==> src/design/b58enc_pkg.sv <==
package b58enc_pkg;

  localparam int MAX_BYTES   = 32;
  localparam int DIGIT_SLOTS = 45;
  localparam int OUT_CAP     = 45;

  localparam int IDX_W  = $clog2(DIGIT_SLOTS);
  localparam int NDIG_W = $clog2(DIGIT_SLOTS + 1);
  localparam int CNT_W  = $clog2(MAX_BYTES + 1);
  localparam int TOT_W  = $clog2(MAX_BYTES + DIGIT_SLOTS + 1);
  localparam int LEN_W  = 6;
  localparam int CHAR_W = 7;

  // x / 58 as (x * RECIP) >> RECIP_SH, exact for x < 2^14
  localparam int RECIP    = 18079;
  localparam int RECIP_SH = 20;
  localparam int RADIX    = 58;
  localparam int X_W      = 14;
  localparam int PROD_W   = 29;

  localparam logic [CHAR_W-1:0] CHAR_ONE = 7'd49;

  typedef enum logic [2:0] {
    S_IDLE,
    S_FOLD_START,
    S_FOLD,
    S_EMIT_START,
    S_EMIT_RD,
    S_EMIT_OUT,
    S_EMIT_WAIT
  } state_t;

  typedef struct packed {
    logic accept;
    logic fold_start;
    logic fold_step;
    logic emit_start;
    logic emit_read;
    logic load_out;
    logic emit_next;
    logic clear;
  } cmd_t;

  typedef struct packed {
    logic fold_needed;
    logic last_in;
    logic last_held;
    logic fold_more;
    logic emit_empty;
    logic emit_final;
    logic out_taken;
  } status_t;

  // alphabet skips 0, I, O and l
  function automatic logic [CHAR_W-1:0] b58_char(input logic [5:0] d);
    logic [CHAR_W-1:0] dw;
    dw = {1'b0, d};
    priority if (d < 6'd9) begin
      b58_char = 7'd49 + dw;
    end else if (d < 6'd17) begin
      b58_char = 7'd56 + dw;
    end else if (d < 6'd22) begin
      b58_char = 7'd57 + dw;
    end else if (d < 6'd33) begin
      b58_char = 7'd58 + dw;
    end else if (d < 6'd44) begin
      b58_char = 7'd64 + dw;
    end else if (d < 6'd58) begin
      b58_char = 7'd65 + dw;
    end else begin
      b58_char = 7'd49 + 7'(d - 6'd58);
    end
  endfunction

endpackage

==> src/design/b58enc_ctrl.sv <==
module b58enc_ctrl (
  input  logic               clk,
  input  logic               rst_n,
  input  logic               in_valid,
  output logic               in_ready,
  input  b58enc_pkg::status_t sts,
  output b58enc_pkg::cmd_t    cmd
);
  import b58enc_pkg::*;

  state_t state_r, state_nxt;

  always_ff @(posedge clk) begin
    if (!rst_n) begin
      state_r <= S_IDLE;
    end else begin
      state_r <= state_nxt;
    end
  end

  always_comb begin
    state_nxt = state_r;
    unique case (state_r)
      S_IDLE: begin
        if (in_valid) begin
          if (sts.fold_needed) begin
            state_nxt = S_FOLD_START;
          end else if (sts.last_in) begin
            state_nxt = S_EMIT_START;
          end
        end
      end
      S_FOLD_START: state_nxt = S_FOLD;
      S_FOLD: begin
        if (!sts.fold_more) begin
          state_nxt = sts.last_held ? S_EMIT_START : S_IDLE;
        end
      end
      S_EMIT_START: state_nxt = sts.emit_empty ? S_IDLE : S_EMIT_RD;
      S_EMIT_RD:    state_nxt = S_EMIT_OUT;
      S_EMIT_OUT:   state_nxt = S_EMIT_WAIT;
      S_EMIT_WAIT: begin
        if (sts.out_taken) begin
          state_nxt = sts.emit_final ? S_IDLE : S_EMIT_RD;
        end
      end
      default: state_nxt = S_IDLE;
    endcase
  end

  always_comb begin
    cmd      = '0;
    in_ready = 1'b0;
    unique case (state_r)
      S_IDLE: begin
        in_ready   = 1'b1;
        cmd.accept = in_valid;
      end
      S_FOLD_START: cmd.fold_start = 1'b1;
      S_FOLD:       cmd.fold_step  = 1'b1;
      S_EMIT_START: begin
        cmd.emit_start = 1'b1;
        cmd.clear      = sts.emit_empty;
      end
      S_EMIT_RD:  cmd.emit_read = 1'b1;
      S_EMIT_OUT: cmd.load_out  = 1'b1;
      S_EMIT_WAIT: begin
        cmd.emit_next = sts.out_taken;
        cmd.clear     = sts.out_taken & sts.emit_final;
      end
      default: cmd = '0;
    endcase
  end

endmodule

==> src/design/b58enc_dp.sv <==
module b58enc_dp (
  input  logic                                clk,
  input  logic                                rst_n,
  input  b58enc_pkg::cmd_t                    cmd,
  output b58enc_pkg::status_t                 sts,
  input  logic [7:0]                          in_data_byte,
  input  logic                                in_last_byte,
  output logic                                out_valid,
  input  logic                                out_ready,
  output logic [b58enc_pkg::CHAR_W-1:0]       out_char,
  output logic                                out_last_char,
  output logic [b58enc_pkg::LEN_W-1:0]        out_total_length,
  output logic                                out_overflowed
);
  import b58enc_pkg::*;

  // digit memory
  logic [5:0]       mem [DIGIT_SLOTS];
  logic [5:0]       rdata_r;
  logic             rd_ok_r;
  logic             mem_re;
  logic [IDX_W-1:0] mem_ra;

  // message bookkeeping
  logic [CNT_W-1:0] cnt_r;
  logic [CNT_W-1:0] lzc_r;
  logic             seen_r;
  logic             region_r;
  logic             ovf_r;
  logic             last_r;
  logic [IDX_W-1:0] top_r;

  // fold
  logic [7:0]       carry_r;
  logic [IDX_W-1:0] pos_r;

  // emission
  logic [LEN_W-1:0] emitted_r;
  logic [LEN_W-1:0] k_r;
  logic [IDX_W-1:0] rpos_r;

  logic             out_valid_r;
  logic [CHAR_W-1:0] out_char_r;
  logic             out_last_r;
  logic [LEN_W-1:0] out_len_r;
  logic             out_ovf_r;

  logic              cnt_full;
  logic              zero_lead;
  logic [5:0]        dig;
  logic [X_W-1:0]    x_w;
  logic [PROD_W-1:0] prod_w;
  logic [7:0]        quo_w;
  logic [X_W-1:0]    rem_w;
  logic [NDIG_W-1:0] ndig_w;
  logic [TOT_W-1:0]  total_w;
  logic [LEN_W-1:0]  emitted_w;
  logic              k_in_lead;

  assign cnt_full  = cnt_r >= CNT_W'(MAX_BYTES);
  assign zero_lead = !seen_r && (in_data_byte == 8'd0);

  // one digit: (256 * d + carry) split into digit and carry
  assign dig    = rd_ok_r ? rdata_r : 6'd0;
  assign x_w    = {dig, carry_r};
  assign prod_w = PROD_W'(x_w) * PROD_W'(RECIP);
  assign quo_w  = prod_w[RECIP_SH+7:RECIP_SH];
  assign rem_w  = x_w - (X_W'(quo_w) * X_W'(RADIX));

  assign ndig_w    = seen_r ? (NDIG_W'(DIGIT_SLOTS) - NDIG_W'(top_r)) : '0;
  assign total_w   = TOT_W'(lzc_r) + TOT_W'(ndig_w);
  assign emitted_w = (total_w > TOT_W'(OUT_CAP)) ? LEN_W'(OUT_CAP) : LEN_W'(total_w);
  assign k_in_lead = k_r < LEN_W'(lzc_r);

  assign sts.fold_needed = !cnt_full && !zero_lead;
  assign sts.last_in     = in_last_byte;
  assign sts.last_held   = last_r;
  assign sts.fold_more   = (pos_r != '0) &&
                           ((region_r && (pos_r > top_r)) || (quo_w != 8'd0));
  assign sts.emit_empty  = emitted_w == '0;
  assign sts.emit_final  = (k_r + LEN_W'(1)) == emitted_r;
  assign sts.out_taken   = out_valid_r && out_ready;

  always_comb begin
    mem_re = 1'b0;
    mem_ra = pos_r;
    if (cmd.fold_start) begin
      mem_re = 1'b1;
      mem_ra = pos_r;
    end else if (cmd.fold_step) begin
      mem_re = 1'b1;
      mem_ra = pos_r - IDX_W'(1);
    end else if (cmd.emit_read) begin
      mem_re = 1'b1;
      mem_ra = rpos_r;
    end
  end

  always_ff @(posedge clk) begin
    if (cmd.fold_step) begin
      mem[pos_r] <= rem_w[5:0];
    end
    if (mem_re) begin
      rdata_r <= mem[mem_ra];
    end
  end

  always_ff @(posedge clk) begin
    if (cmd.fold_start) begin
      rd_ok_r <= region_r && (pos_r >= top_r);
    end else if (cmd.fold_step) begin
      rd_ok_r <= region_r && (pos_r > top_r);
    end
  end

  always_ff @(posedge clk) begin
    if (!rst_n) begin
      cnt_r    <= '0;
      lzc_r    <= '0;
      seen_r   <= 1'b0;
      region_r <= 1'b0;
      ovf_r    <= 1'b0;
      last_r   <= 1'b0;
      top_r    <= IDX_W'(DIGIT_SLOTS - 1);
    end else if (cmd.clear) begin
      cnt_r  <= '0;
      lzc_r  <= '0;
      seen_r <= 1'b0;
      ovf_r  <= 1'b0;
      top_r  <= IDX_W'(DIGIT_SLOTS - 1);
    end else if (cmd.accept) begin
      last_r <= in_last_byte;
      if (cnt_full) begin
        ovf_r <= 1'b1;
      end else begin
        cnt_r <= cnt_r + CNT_W'(1);
        if (zero_lead) begin
          lzc_r <= lzc_r + CNT_W'(1);
        end else begin
          region_r <= seen_r;
          seen_r   <= 1'b1;
        end
      end
    end else if (cmd.fold_step && !sts.fold_more) begin
      top_r <= pos_r;
    end
  end

  always_ff @(posedge clk) begin
    if (cmd.accept) begin
      carry_r <= in_data_byte;
      pos_r   <= IDX_W'(DIGIT_SLOTS - 1);
    end else if (cmd.fold_step) begin
      carry_r <= quo_w;
      pos_r   <= pos_r - IDX_W'(1);
    end
  end

  always_ff @(posedge clk) begin
    if (cmd.emit_start) begin
      emitted_r <= emitted_w;
      k_r       <= '0;
      rpos_r    <= top_r;
    end else if (cmd.emit_next) begin
      k_r <= k_r + LEN_W'(1);
      if (!k_in_lead) begin
        rpos_r <= rpos_r + IDX_W'(1);
      end
    end
  end

  always_ff @(posedge clk) begin
    if (!rst_n) begin
      out_valid_r <= 1'b0;
    end else if (cmd.load_out) begin
      out_valid_r <= 1'b1;
    end else if (sts.out_taken) begin
      out_valid_r <= 1'b0;
    end
  end

  always_ff @(posedge clk) begin
    if (cmd.load_out) begin
      out_char_r <= k_in_lead ? CHAR_ONE : b58_char(rdata_r);
      out_last_r <= sts.emit_final;
      out_len_r  <= emitted_r;
      out_ovf_r  <= ovf_r;
    end
  end

  assign out_valid        = out_valid_r;
  assign out_char         = out_char_r;
  assign out_last_char    = out_last_r;
  assign out_total_length = out_len_r;
  assign out_overflowed   = out_ovf_r;

endmodule

==> src/design/base58_encoder_unit.sv <==
// Base58 encoder (bitcoin alphabet): takes a message one byte a request, most significant
// first, with in_last_byte on the final byte, and returns the encoded string one character
// a request, leading '1's first, with the last-character flag, the string length and an
// overflow flag on every character. Bytes past 32 are dropped and flag overflow. A leading
// zero byte or a dropped byte is taken without a fold; any other byte is folded into the n
// base-58 digits it touches (up to 45), one digit per cycle through the digit memory's read
// and write ports. After the final byte a setup state sizes the string, then each character
// is read, loaded into the output register and held until out_ready takes it. The digit
// memory needs no clearing after reset or between messages.
module base58_encoder_unit (
  input  logic                                clk,
  input  logic                                rst_n,
  input  logic                                in_valid,
  output logic                                in_ready,
  input  logic [7:0]                          in_data_byte,
  input  logic                                in_last_byte,
  output logic                                out_valid,
  input  logic                                out_ready,
  output logic [b58enc_pkg::CHAR_W-1:0]       out_char,
  output logic                                out_last_char,
  output logic [b58enc_pkg::LEN_W-1:0]        out_total_length,
  output logic                                out_overflowed
);
  import b58enc_pkg::*;

  cmd_t    cmd;
  status_t sts;

  b58enc_ctrl u_ctrl (
    .clk      (clk),
    .rst_n    (rst_n),
    .in_valid (in_valid),
    .in_ready (in_ready),
    .sts      (sts),
    .cmd      (cmd)
  );

  b58enc_dp u_dp (
    .clk              (clk),
    .rst_n            (rst_n),
    .cmd              (cmd),
    .sts              (sts),
    .in_data_byte     (in_data_byte),
    .in_last_byte     (in_last_byte),
    .out_valid        (out_valid),
    .out_ready        (out_ready),
    .out_char         (out_char),
    .out_last_char    (out_last_char),
    .out_total_length (out_total_length),
    .out_overflowed   (out_overflowed)
  );

endmodule

==> config.mk <==
export PLATFORM = sky130hd
export DESIGN_NAME = base58_encoder_unit
export DESIGN_NICKNAME = d
export VERILOG_FILES = /design/src/design/b58enc_pkg.sv /design/src/design/b58enc_ctrl.sv /design/src/design/b58enc_dp.sv /design/src/design/base58_encoder_unit.sv
export SDC_FILE = /design/constraint.sdc
export NUM_CORES = 1
export LEC_CHECK = 0
export BUFFER_PORTS_ARGS = -buffer_cell sky130_fd_sc_hd__buf_4
export CAP_MARGIN = 10
export CORE_MARGIN = 1
export CORE_UTILIZATION = 43
export CTS_CLUSTER_DIAMETER = 50
export DETAILED_ROUTE_END_ITERATION = 8
export GPL_ROUTABILITY_DRIVEN = 0
export GPL_TIMING_DRIVEN = 0
export PLACE_DENSITY = 0.57
export SLEW_MARGIN = 20
export SYNTH_ARGS = -nofsm -noshare
export SYNTH_HDL_FRONTEND = slang
export SYNTH_SLANG_ARGS = --single-unit
export TNS_END_PERCENT = 1
==> constraint.sdc <==
create_clock -name clk -period 12.68 [get_ports clk]
set_input_delay 2.536 -clock clk [delete_from_list [all_inputs] [get_ports clk]]
set_output_delay 2.536 -clock clk [all_outputs]
set_load 0.01 [all_outputs]
# After elaboration in Yosys (flattened, before gate mapping)
# Memories as Yosys holds them, arrays and structs flattened. A register that Yosys moved wholly into a read port is not among the register bits.
# Index checks and enable logic that the tools add are counted.
# word_totals
ramBits	270
rom_bits	0
elab_cells	142
memories	1
reg_bits	74
latchBits	0
# mem_list
name	depth	word_bits	rd	rd_clocked_by_memory_dff	wr	line_no	text
u_dp.mem	45	6	1	1	1	b58enc_dp.sv:18	logic [5:0] mem [DIGIT_SLOTS];
# classes
n_div	0
eq_ne	12
reduce_logical	31
magnitude_cmp	11
mux	44
n_shift	0
n_mul	2
n_bitwise	6
n_addsub	16
# ops
operator	n
$mux W6	9
$mux W7	6
$add A6 B6 Y7 const A	4
$mul A14 B15 Y28 const B	1
$add A6 B1 Y6 const B	4
$mux W3	7
$pmux W3 S7	1
$lt A6 B6 Y1 const B	3
$mux W1	17
$mux W8	2
$add A7 B6 Y7 const A	2
$lt A6 B5 Y1 const B	2
$reduce_and A2 Y1	5
$eq A3 B3 Y1 const B	3
$logic_not A8 Y1	1
$mul A8 B5 Y5 const B	1
$reduce_and A4 Y1	2
$reduce_bool A2 Y1	4
$reduce_bool A8 Y1	1
$add A6 B6 Y7	1
$add A6 B7 Y7 const A	1
$gt A7 B6 Y1 const B	1
$logic_and A1 B1 Y1	7
$sub A6 B6 Y7 const B	1
other kinds (25)	36

# Longest topological paths before layout
# Gate-level depths: netlist of the first run.
# logic_depth
depth_word	9
ltp_mapped	30
depth_no_buf	29

# By module
# Synthesis of the first run repeated with hierarchy kept, for this count alone.
# unflattened
hier_cells	1698
hier_area_um2	20557.2
# modules_own_cells
module	area_per_inst_um2	n_inst	cells_each
b58enc_dp	20293.2	1	1663
b58enc_ctrl	264.0	1	35

# Least setup slack after synthesis of the first run
# OpenSTA, ideal clock, no wires.
# synth_path
path_kind	register to register
start	register u_dp.rdata_r[4] (read register of u_dp.mem)
end	memory u_dp.mem[0][5], data pin
path_slack_ns	3.914
n_path_buf	1
stages_incl_launch_ff	30
arrival_time_ns	8.305
setup_time_ns	0.461
synth_period_minus_slack_ns	8.766
cell_sequence	edfxtp_1 -> clkbuf_1 -> nand2_1 -> ha_1 -> inv_1 -> ha_1 -> a21oi_1 -> xnor2_1 -> xnor2_1 -> fa_1 -> inv_1 -> fa_1 -> fa_1 -> fa_1 -> ha_1 -> and3_1 -> and3_1 -> a22oi_1 -> and3_1 -> xor2_1 -> inv_1 -> xnor2_1 -> ha_1 -> ha_1 -> xor2_1 -> xnor2_1 -> xnor2_1 -> xnor2_1 -> xor2_1 -> xnor2_1
# synth_between
elab_chain_cells	4
# synth_lines
item	line_no	text
start, declared	b58enc_dp.sv:19	logic [5:0] rdata_r;
$mux W6	b58enc_dp.sv:64	assign dig = rd_ok_r ? rdata_r : 6'd0;
$mul A14 B15 Y28	b58enc_dp.sv:66	assign prod_w = PROD_W'(x_w) * PROD_W'(RECIP);
$mul A8 B5 Y5	b58enc_dp.sv:68	assign rem_w = x_w - (X_W'(quo_w) * X_W'(RADIX));
$sub A6 B6 Y6	b58enc_dp.sv:68	
named net u_dp.rem_w[5]	b58enc_dp.sv:54	logic [X_W-1:0] rem_w;
end, declared	b58enc_dp.sv:18	
# The timed path passes the listed nets, and every way through them passes these cells.

# Worst setup path in the final report of the first run
# layout_path
start	register u_dp.rdata_r[4] (read register of u_dp.mem)
end	memory u_dp.mem[21][5], data pin
# The elaborated chain is that of the path after synthesis.

==> results.ini, run 1 <==
[floorplanning]
ios = 30
rows = 78
start_util = 0.440
die_area_sq_um = 47800
core_area_sq_um = 45900
die_y_microns = 219
fp.dieW_microns = 219

[clock_tree]
clock-root-buffer = clkbuf_16
cts.sinks = 350
h-tree-depth = 2
post-cts-setup-buffer-count = 0
insertion_delay_ns = 0.55
clkTransAtPathRegs_ns = 0.06
cts_resized = 0
ctsHoldBuffers = 0
cts_tree = built
cts_buffer_depth = 3
numCtsBuffers = 40

[synth]
ys_async_sr_fraction = 0
synth_top_family_by_area = adder cells
netlist_top_cells_count = edfxtp_1 (312), mux2i_1 (203), ha_1 (158)
synth_fa_ha_area_frac = 0.157
synth_flop_cell = edfxtp_1
ys_ff_latch = 350
synthesis.nets = 1880
synth_top_area_cell = edfxtp_1
yosys.area_share.simple = 0.0811
synth_mux_area_frac = 0.115
yosys.area.top_type_share = 0.464
synth-edff-count = 312
yosys_warnings = 0
syn_area_sq_um = 20200
synth_xor_area_frac = 0.0265
syn-instance-count = 1651
synth_most_common_cell = edfxtp_1
synth_cell_type_count = 68
synthTopCellsByArea = edfxtp_1 (46%), mux2i_1 (10%), ha_1 (9.8%)
syn-mean-instance-area_sq_um = 12.2
synth-compound-area-share = 0.0754
yosysSeqAreaShare = 0.502

[sta]
fin_crit_ns = 9.01
hold_viol_final = 0
slew_headroom = 0.244
timing.hold.ws_ns = 0.430
fin_tns_setup_ns = 0
min_period_over_period = 0.711
fmax_ghz = 0.111
finalSetupViolations = 0
finalClockSkew_ns = 0.0366
slew_viol_final = 0
grt_setup_unrepaired = false
tightest_slew_ns = 1.12

[global_routing]
grt.overflow.total = 0
grt_first_pass_wirelength_microns = 74200
grt_start_max_net_pins = 27
grt_usage = 0.203
grt_pass1_vias = 12829
grt_antenna_before_repair = 1

[run]
cap_violations = 0

[placed_design]
dp_hpwl_microns = 34800
io_buffer_count = 29
dpl_cell_area_sq_um = 21400

[cells_and_area]
fin_area_sq_um = 22700
fill_cells = 4158
synthToLayoutAreaGrowth_pct = 12.5
final_util = 0.495
nets = 1966
n_antenna_cell = 0
drive_gt1_frac = 0.0946

[setup_path]
path_class = register to register
cp_max_fo = 16
cp.required_ns = 13.06
timing.rr.start = u_dp.rdata_r[4]$_DFFE_PP_
path_common_cell = ha_1
cp_data_arrival_time_ns = 9.39
critPathCaptureType = register
critPathSlowestCell = fa_1
cp-start-kind = register
max_stage_delay_ns = 0.62
crit_path_start = u_dp.rdata_r[4]$_DFFE_PP_

[drt]
detail_route.wl_per_cell_microns = 19.9
dr.pass1.iters = 5
viasPerCell = 5.40
drt_iter0_drc = 803
num_vias = 12776
totalWireLength_microns = 47100
drc_errors = 0
drtAntennaViolNets = 0

[hold_path]
holdCritStartpoint = u_dp.ovf_r$_SDFFE_PP0P_
hold_class = register to register

[outcome]
status = finished clean

## metrics by stage
stage,instances,setup WS (ns)
after floorplan,1651,3.91
after global placement,2280,1.01
after detailed placement,2295,3.69
after CTS,2366,3.66
after global routing,2366,3.09
final,2366,3.67
## flip-flops by register name, indices dropped and copies added, names as in the netlist, 6 cells and up
register and count:
u_dp.out_char 7, u_dp.lzc_r 6, u_dp.rdata_r 6, u_dp.emitted_r 6, u_dp.carry_r 8, u_dp.pos_r 6
u_dp.out_total_length 6, u_dp.mem 270, u_dp.rpos_r 6, u_dp.cnt_r 6, u_dp.k_r 6, u_dp.top_r 6
## kinds of logic (layout without fill, tap and decap cells)
family / Yosys count / in the layout
flip-flops: 350 / 350
AND/OR/NAND/NOR: 341 / 341
AO/OA/AOI/OAI: 230 / 230
multiplexers: 229 / 229
buffers and inverters: 221 / 336
adder cells (fa/ha/maj): 219 / 219
XOR/XNOR: 61 / 61
## cells in the final DEF (no fill, tap or decap), types with 16 or more instances in the layout
| cell type | instances |
|---|---|
| edfxtp_1 | 312 |
| mux2i_1 | 203 |
| ha_1 | 157 |
| inv_1 | 148 |
| nor2_1 | 121 |
| nand2_1 | 74 |
| a21oi_1 | 58 |
| fa_1 | 58 |
| clkbuf_1 | 53 |
| clkbuf_16 | 42 |
| o21ai_0 | 40 |
| xnor2_1 | 38 |
| dfxtp_1 | 38 |
| nand3_1 | 32 |
| buf_4 | 30 |
| mux2_2 | 26 |
| nor3_1 | 21 |
| buf_2 | 20 |
| xor2_1 | 20 |
| a211oi_1 | 20 |
| a31oi_1 | 18 |
| and3_1 | 16 |
| a21o_1 | 16 |
## critical path: cells and delay by family (launching register included)
family	cells	cell delay, ns
AO/OA/AOI/OAI	4	1.08
XOR/XNOR	5	1.37
adder cells (fa/ha/maj)	10	3.95
buffers and inverters	7	1.16
flip-flops	1	0.50
AND/OR/NAND/NOR	4	0.76
## layout make-up
| cell class | instances | area (sq um) | area share |
|---|---|---|---|
| Clock buffer | 48 | 1080 | 0.0478 |
| Inverter | 150 | 563 | 0.0248 |
| Multi-Input combinational cell | 1080 | 9210 | 0.406 |
| Timing Repair Buffer | 44 | 433 | 0.0191 |
| Sequential cell | 350 | 10100 | 0.446 |
| Tap cell | 600 | 751 | 0.0331 |
| Buffer | 71 | 294 | 0.0130 |
| Clock inverter | 23 | 228 | 0.0100 |
## metal layers
metal,up-vias,track usage,routed length (microns)
met2,266,0.324,21700
met1,6283,0.292,22500
met3,54,0.0277,2120
li1,6173,-,-
met4,0,0.0487,813
met5,-,0,0
## final timing paths
path,to,slack [ns],depth (start not counted)
min,u_dp.out_overflowed$_DFFE_PP_,0.43,0
min reg2reg,u_dp.out_overflowed$_DFFE_PP_,0.43,0
max,u_dp.mem[21][5]$_DFFE_PP_,3.67,30
max reg2reg,u_dp.mem[21][5]$_DFFE_PP_,3.67,30
Power of run 1 is not shown: default switching activity piles up to over one toggle a cycle in this logic, so the estimate is an artifact.
==> run 2, diff against run 1 <==
- PLACE_DENSITY: 0.57 -> 0.59
- clock period: 12.68 -> 7.5 ns (I/O delays scaled with it)
==> results.ini, run 2 (same netlist as run 1, synthesis figures left out) <==
[clock_tree]
cts.sinks = 350  ; unchanged
clock-root-buffer = clkbuf_16
cts_tree = built
h-tree-depth = 2  ; unchanged
numCtsBuffers = 40  ; unchanged
cts_buffer_depth = 3  ; unchanged
clkTransAtPathRegs_ns = 0.06  ; about the same
ctsHoldBuffers = 0  ; unchanged
insertion_delay_ns = 0.54  ; about the same

[cells_and_area]
layout_common_cells = edfxtp_1 (312), mux2i_1 (203), ha_1 (150), inv_1 (144), nor2_1 (120)
n_antenna_cell = 0  ; unchanged
largest_reg_flops = 270  ; unchanged
drive_gt1_frac = 0.132  ; +0.0376
instances_no_fill = 2386  ; +0.85%
layout_commonest_cell = edfxtp_1
nets = 1986  ; +1.0%
top_register = u_dp.mem
synthToLayoutAreaGrowth_pct = 15.2

[hold_path]
hold_end = u_dp.out_overflowed$_DFFE_PP_
hold-path-cell-count = 0  ; unchanged
hold_class = register to register
holdCritStartpoint = u_dp.ovf_r$_SDFFE_PP0P_

[sta]
grt_setup_unrepaired = true
finalClockSkew_ns = 0.0214  ; -0.0151 ns
tightest_slew_ns = 1.02  ; -0.101 ns
fin_ws_ns = 0.144  ; -3.53 ns
slew_viol_final = 0  ; unchanged
fin_tns_setup_ns = 0  ; unchanged
slew_headroom = 0.312  ; +0.0682
hold_viol_final = 0  ; unchanged
timing.hold.ws_ns = 0.434  ; +0.00417 ns
fin_crit_ns = 7.36  ; -1.65 ns
fmax_ghz = 0.136  ; +22%
finalSetupViolations = 0  ; unchanged
min_period_over_period = 0.981  ; +0.270

[global_routing]
grt-busiest-layer = met2
met3_usage = 0.0237  ; -0.00404
grt.overflow.total = 0  ; unchanged
grt_start_max_net_pins = 29  ; +7.4%
grt_pass1_vias = 12856  ; +0.21%
grt_usage = 0.204  ; about the same
grt_first_pass_wirelength_microns = 74100  ; -0.11%
met2_usage = 0.327  ; +0.00306
use_met1 = 0.291  ; about the same
grt_antenna_before_repair = 0  ; -1

[setup_path]
cp.required_ns = 7.77  ; -5.29 ns
path_common_cell = xnor2_2
cp_data_arrival_time_ns = 7.63  ; -1.76 ns
critPathCaptureType = register
cp_max_fo = 28  ; +12
path_class = register to register
timing.rr.start = u_dp.rdata_r[4]$_DFFE_PP_
reg2reg_depth = 30  ; unchanged
max_stage_delay_ns = 0.58  ; -0.04 ns
r2r_end = u_dp.mem[6][5]$_DFFE_PP_
cp-start-kind = register
r2r_slack_ns = 0.14  ; -3.53 ns
critPathSlowestCell = fa_1

[floorplanning]
die_y_microns = 219  ; unchanged
rows = 78  ; unchanged
core_area_sq_um = 45900  ; unchanged
ios = 30  ; unchanged
start_util = 0.440  ; unchanged
fp.dieW_microns = 219  ; unchanged
die_area_sq_um = 47800  ; unchanged

[drt]
num_vias = 12995  ; +1.7%
viasPerCell = 5.45  ; +0.86%
drc_errors = 0  ; unchanged
dr.pass1.iters = 5  ; unchanged
detail_route.wl_per_cell_microns = 20.2  ; +1.4%
totalWireLength_microns = 48200  ; +2.3%
drt_iter0_drc = 837  ; +4.2%
drtAntennaViolNets = 0  ; unchanged

[run]
cap_violations = 0  ; unchanged

[outcome]
status = finished clean

[placed_design]
post-place-ws_ns = -1.73  ; -5.41 ns
dp_hpwl_microns = 34900  ; +0.19%
io_buffer_count = 29  ; unchanged
dpl.cell_count = 2288  ; -0.31%

-- run 2: cell count changes in the layout (fill, tap and decap cells not counted), sizes merged --
cell,previous run,this run
buf,67,89
clkinvlp,0,3
clkbuf,96,92
xnor2,41,43
inv,155,151
clkinv,15,16
-- run 2: per-layer routing --
metal	vias up	wire, microns
met5	-	0
met4	0	977
met3	70	2190
met2	319	22300
met1	6393	22700
li1	6213	-
-- run 2: cell type report --
| cell class | instances | area [sq um] |
|---|---|---|
| fillers | 3987 | 22600 |
| flip-flops and latches | 350 | 10100 |
| multi-input cells | 1082 | 9550 |
| clock buffers | 48 | 1070 |
| well taps | 600 | 751 |
| repair buffers | 66 | 661 |
| inverters | 150 | 566 |
| plain buffers | 67 | 303 |
| clock inverters | 23 | 211 |
-- run 2: what timing repair did --
item,in CTS,in global routing
setup endpoints to repair,216,135
gates cloned,0,2
hold endpoints to repair,0,0
resized for setup,35,30
pin swaps,16,17
setup buffers,23,6
-- run 2: worst max-delay path, delay by kind of cell, from the launching register on --
family                     cells  cell delay (ns)
DFF                            1             0.44
AOI/OAI and AO/OA              1             0.21
buffers and inverters          7             0.69
and+or+nand+nor                4             0.67
adders and majority gates     10             3.69
xor gates and xnor gates       8             1.32
-- run 2: worst max path at each step --
stage                                          from                   endpoint  slack, ns  cells past startpoint
after floorplan           u_dp.rdata_r[4]$_DFFE_PP_   u_dp.mem[0][5]$_DFFE_PP_      -0.39                     28
after global placement    u_dp.rdata_r[4]$_DFFE_PP_   u_dp.mem[4][4]$_DFFE_PP_      -2.08                     26
after detailed placement  u_dp.rdata_r[4]$_DFFE_PP_   u_dp.mem[6][5]$_DFFE_PP_      -1.73                     29
after CTS                 u_dp.rdata_r[4]$_DFFE_PP_  u_dp.mem[15][5]$_DFFE_PP_       0.02                     30
after global routing      u_dp.rdata_r[4]$_DFFE_PP_  u_dp.mem[15][5]$_DFFE_PP_      -0.15                     32
final                     u_dp.rdata_r[4]$_DFFE_PP_   u_dp.mem[6][5]$_DFFE_PP_       0.14                     30
-- run 2: through the flow --
stage               utilization  cell area [sq um]
detailed placement        0.466              21400
global placement          0.462              21200
global route              0.507              23200
finish                    0.507              23200
CTS                       0.502              23000
floorplan                     -              20200
Power of run 2 is left out for the same reason.
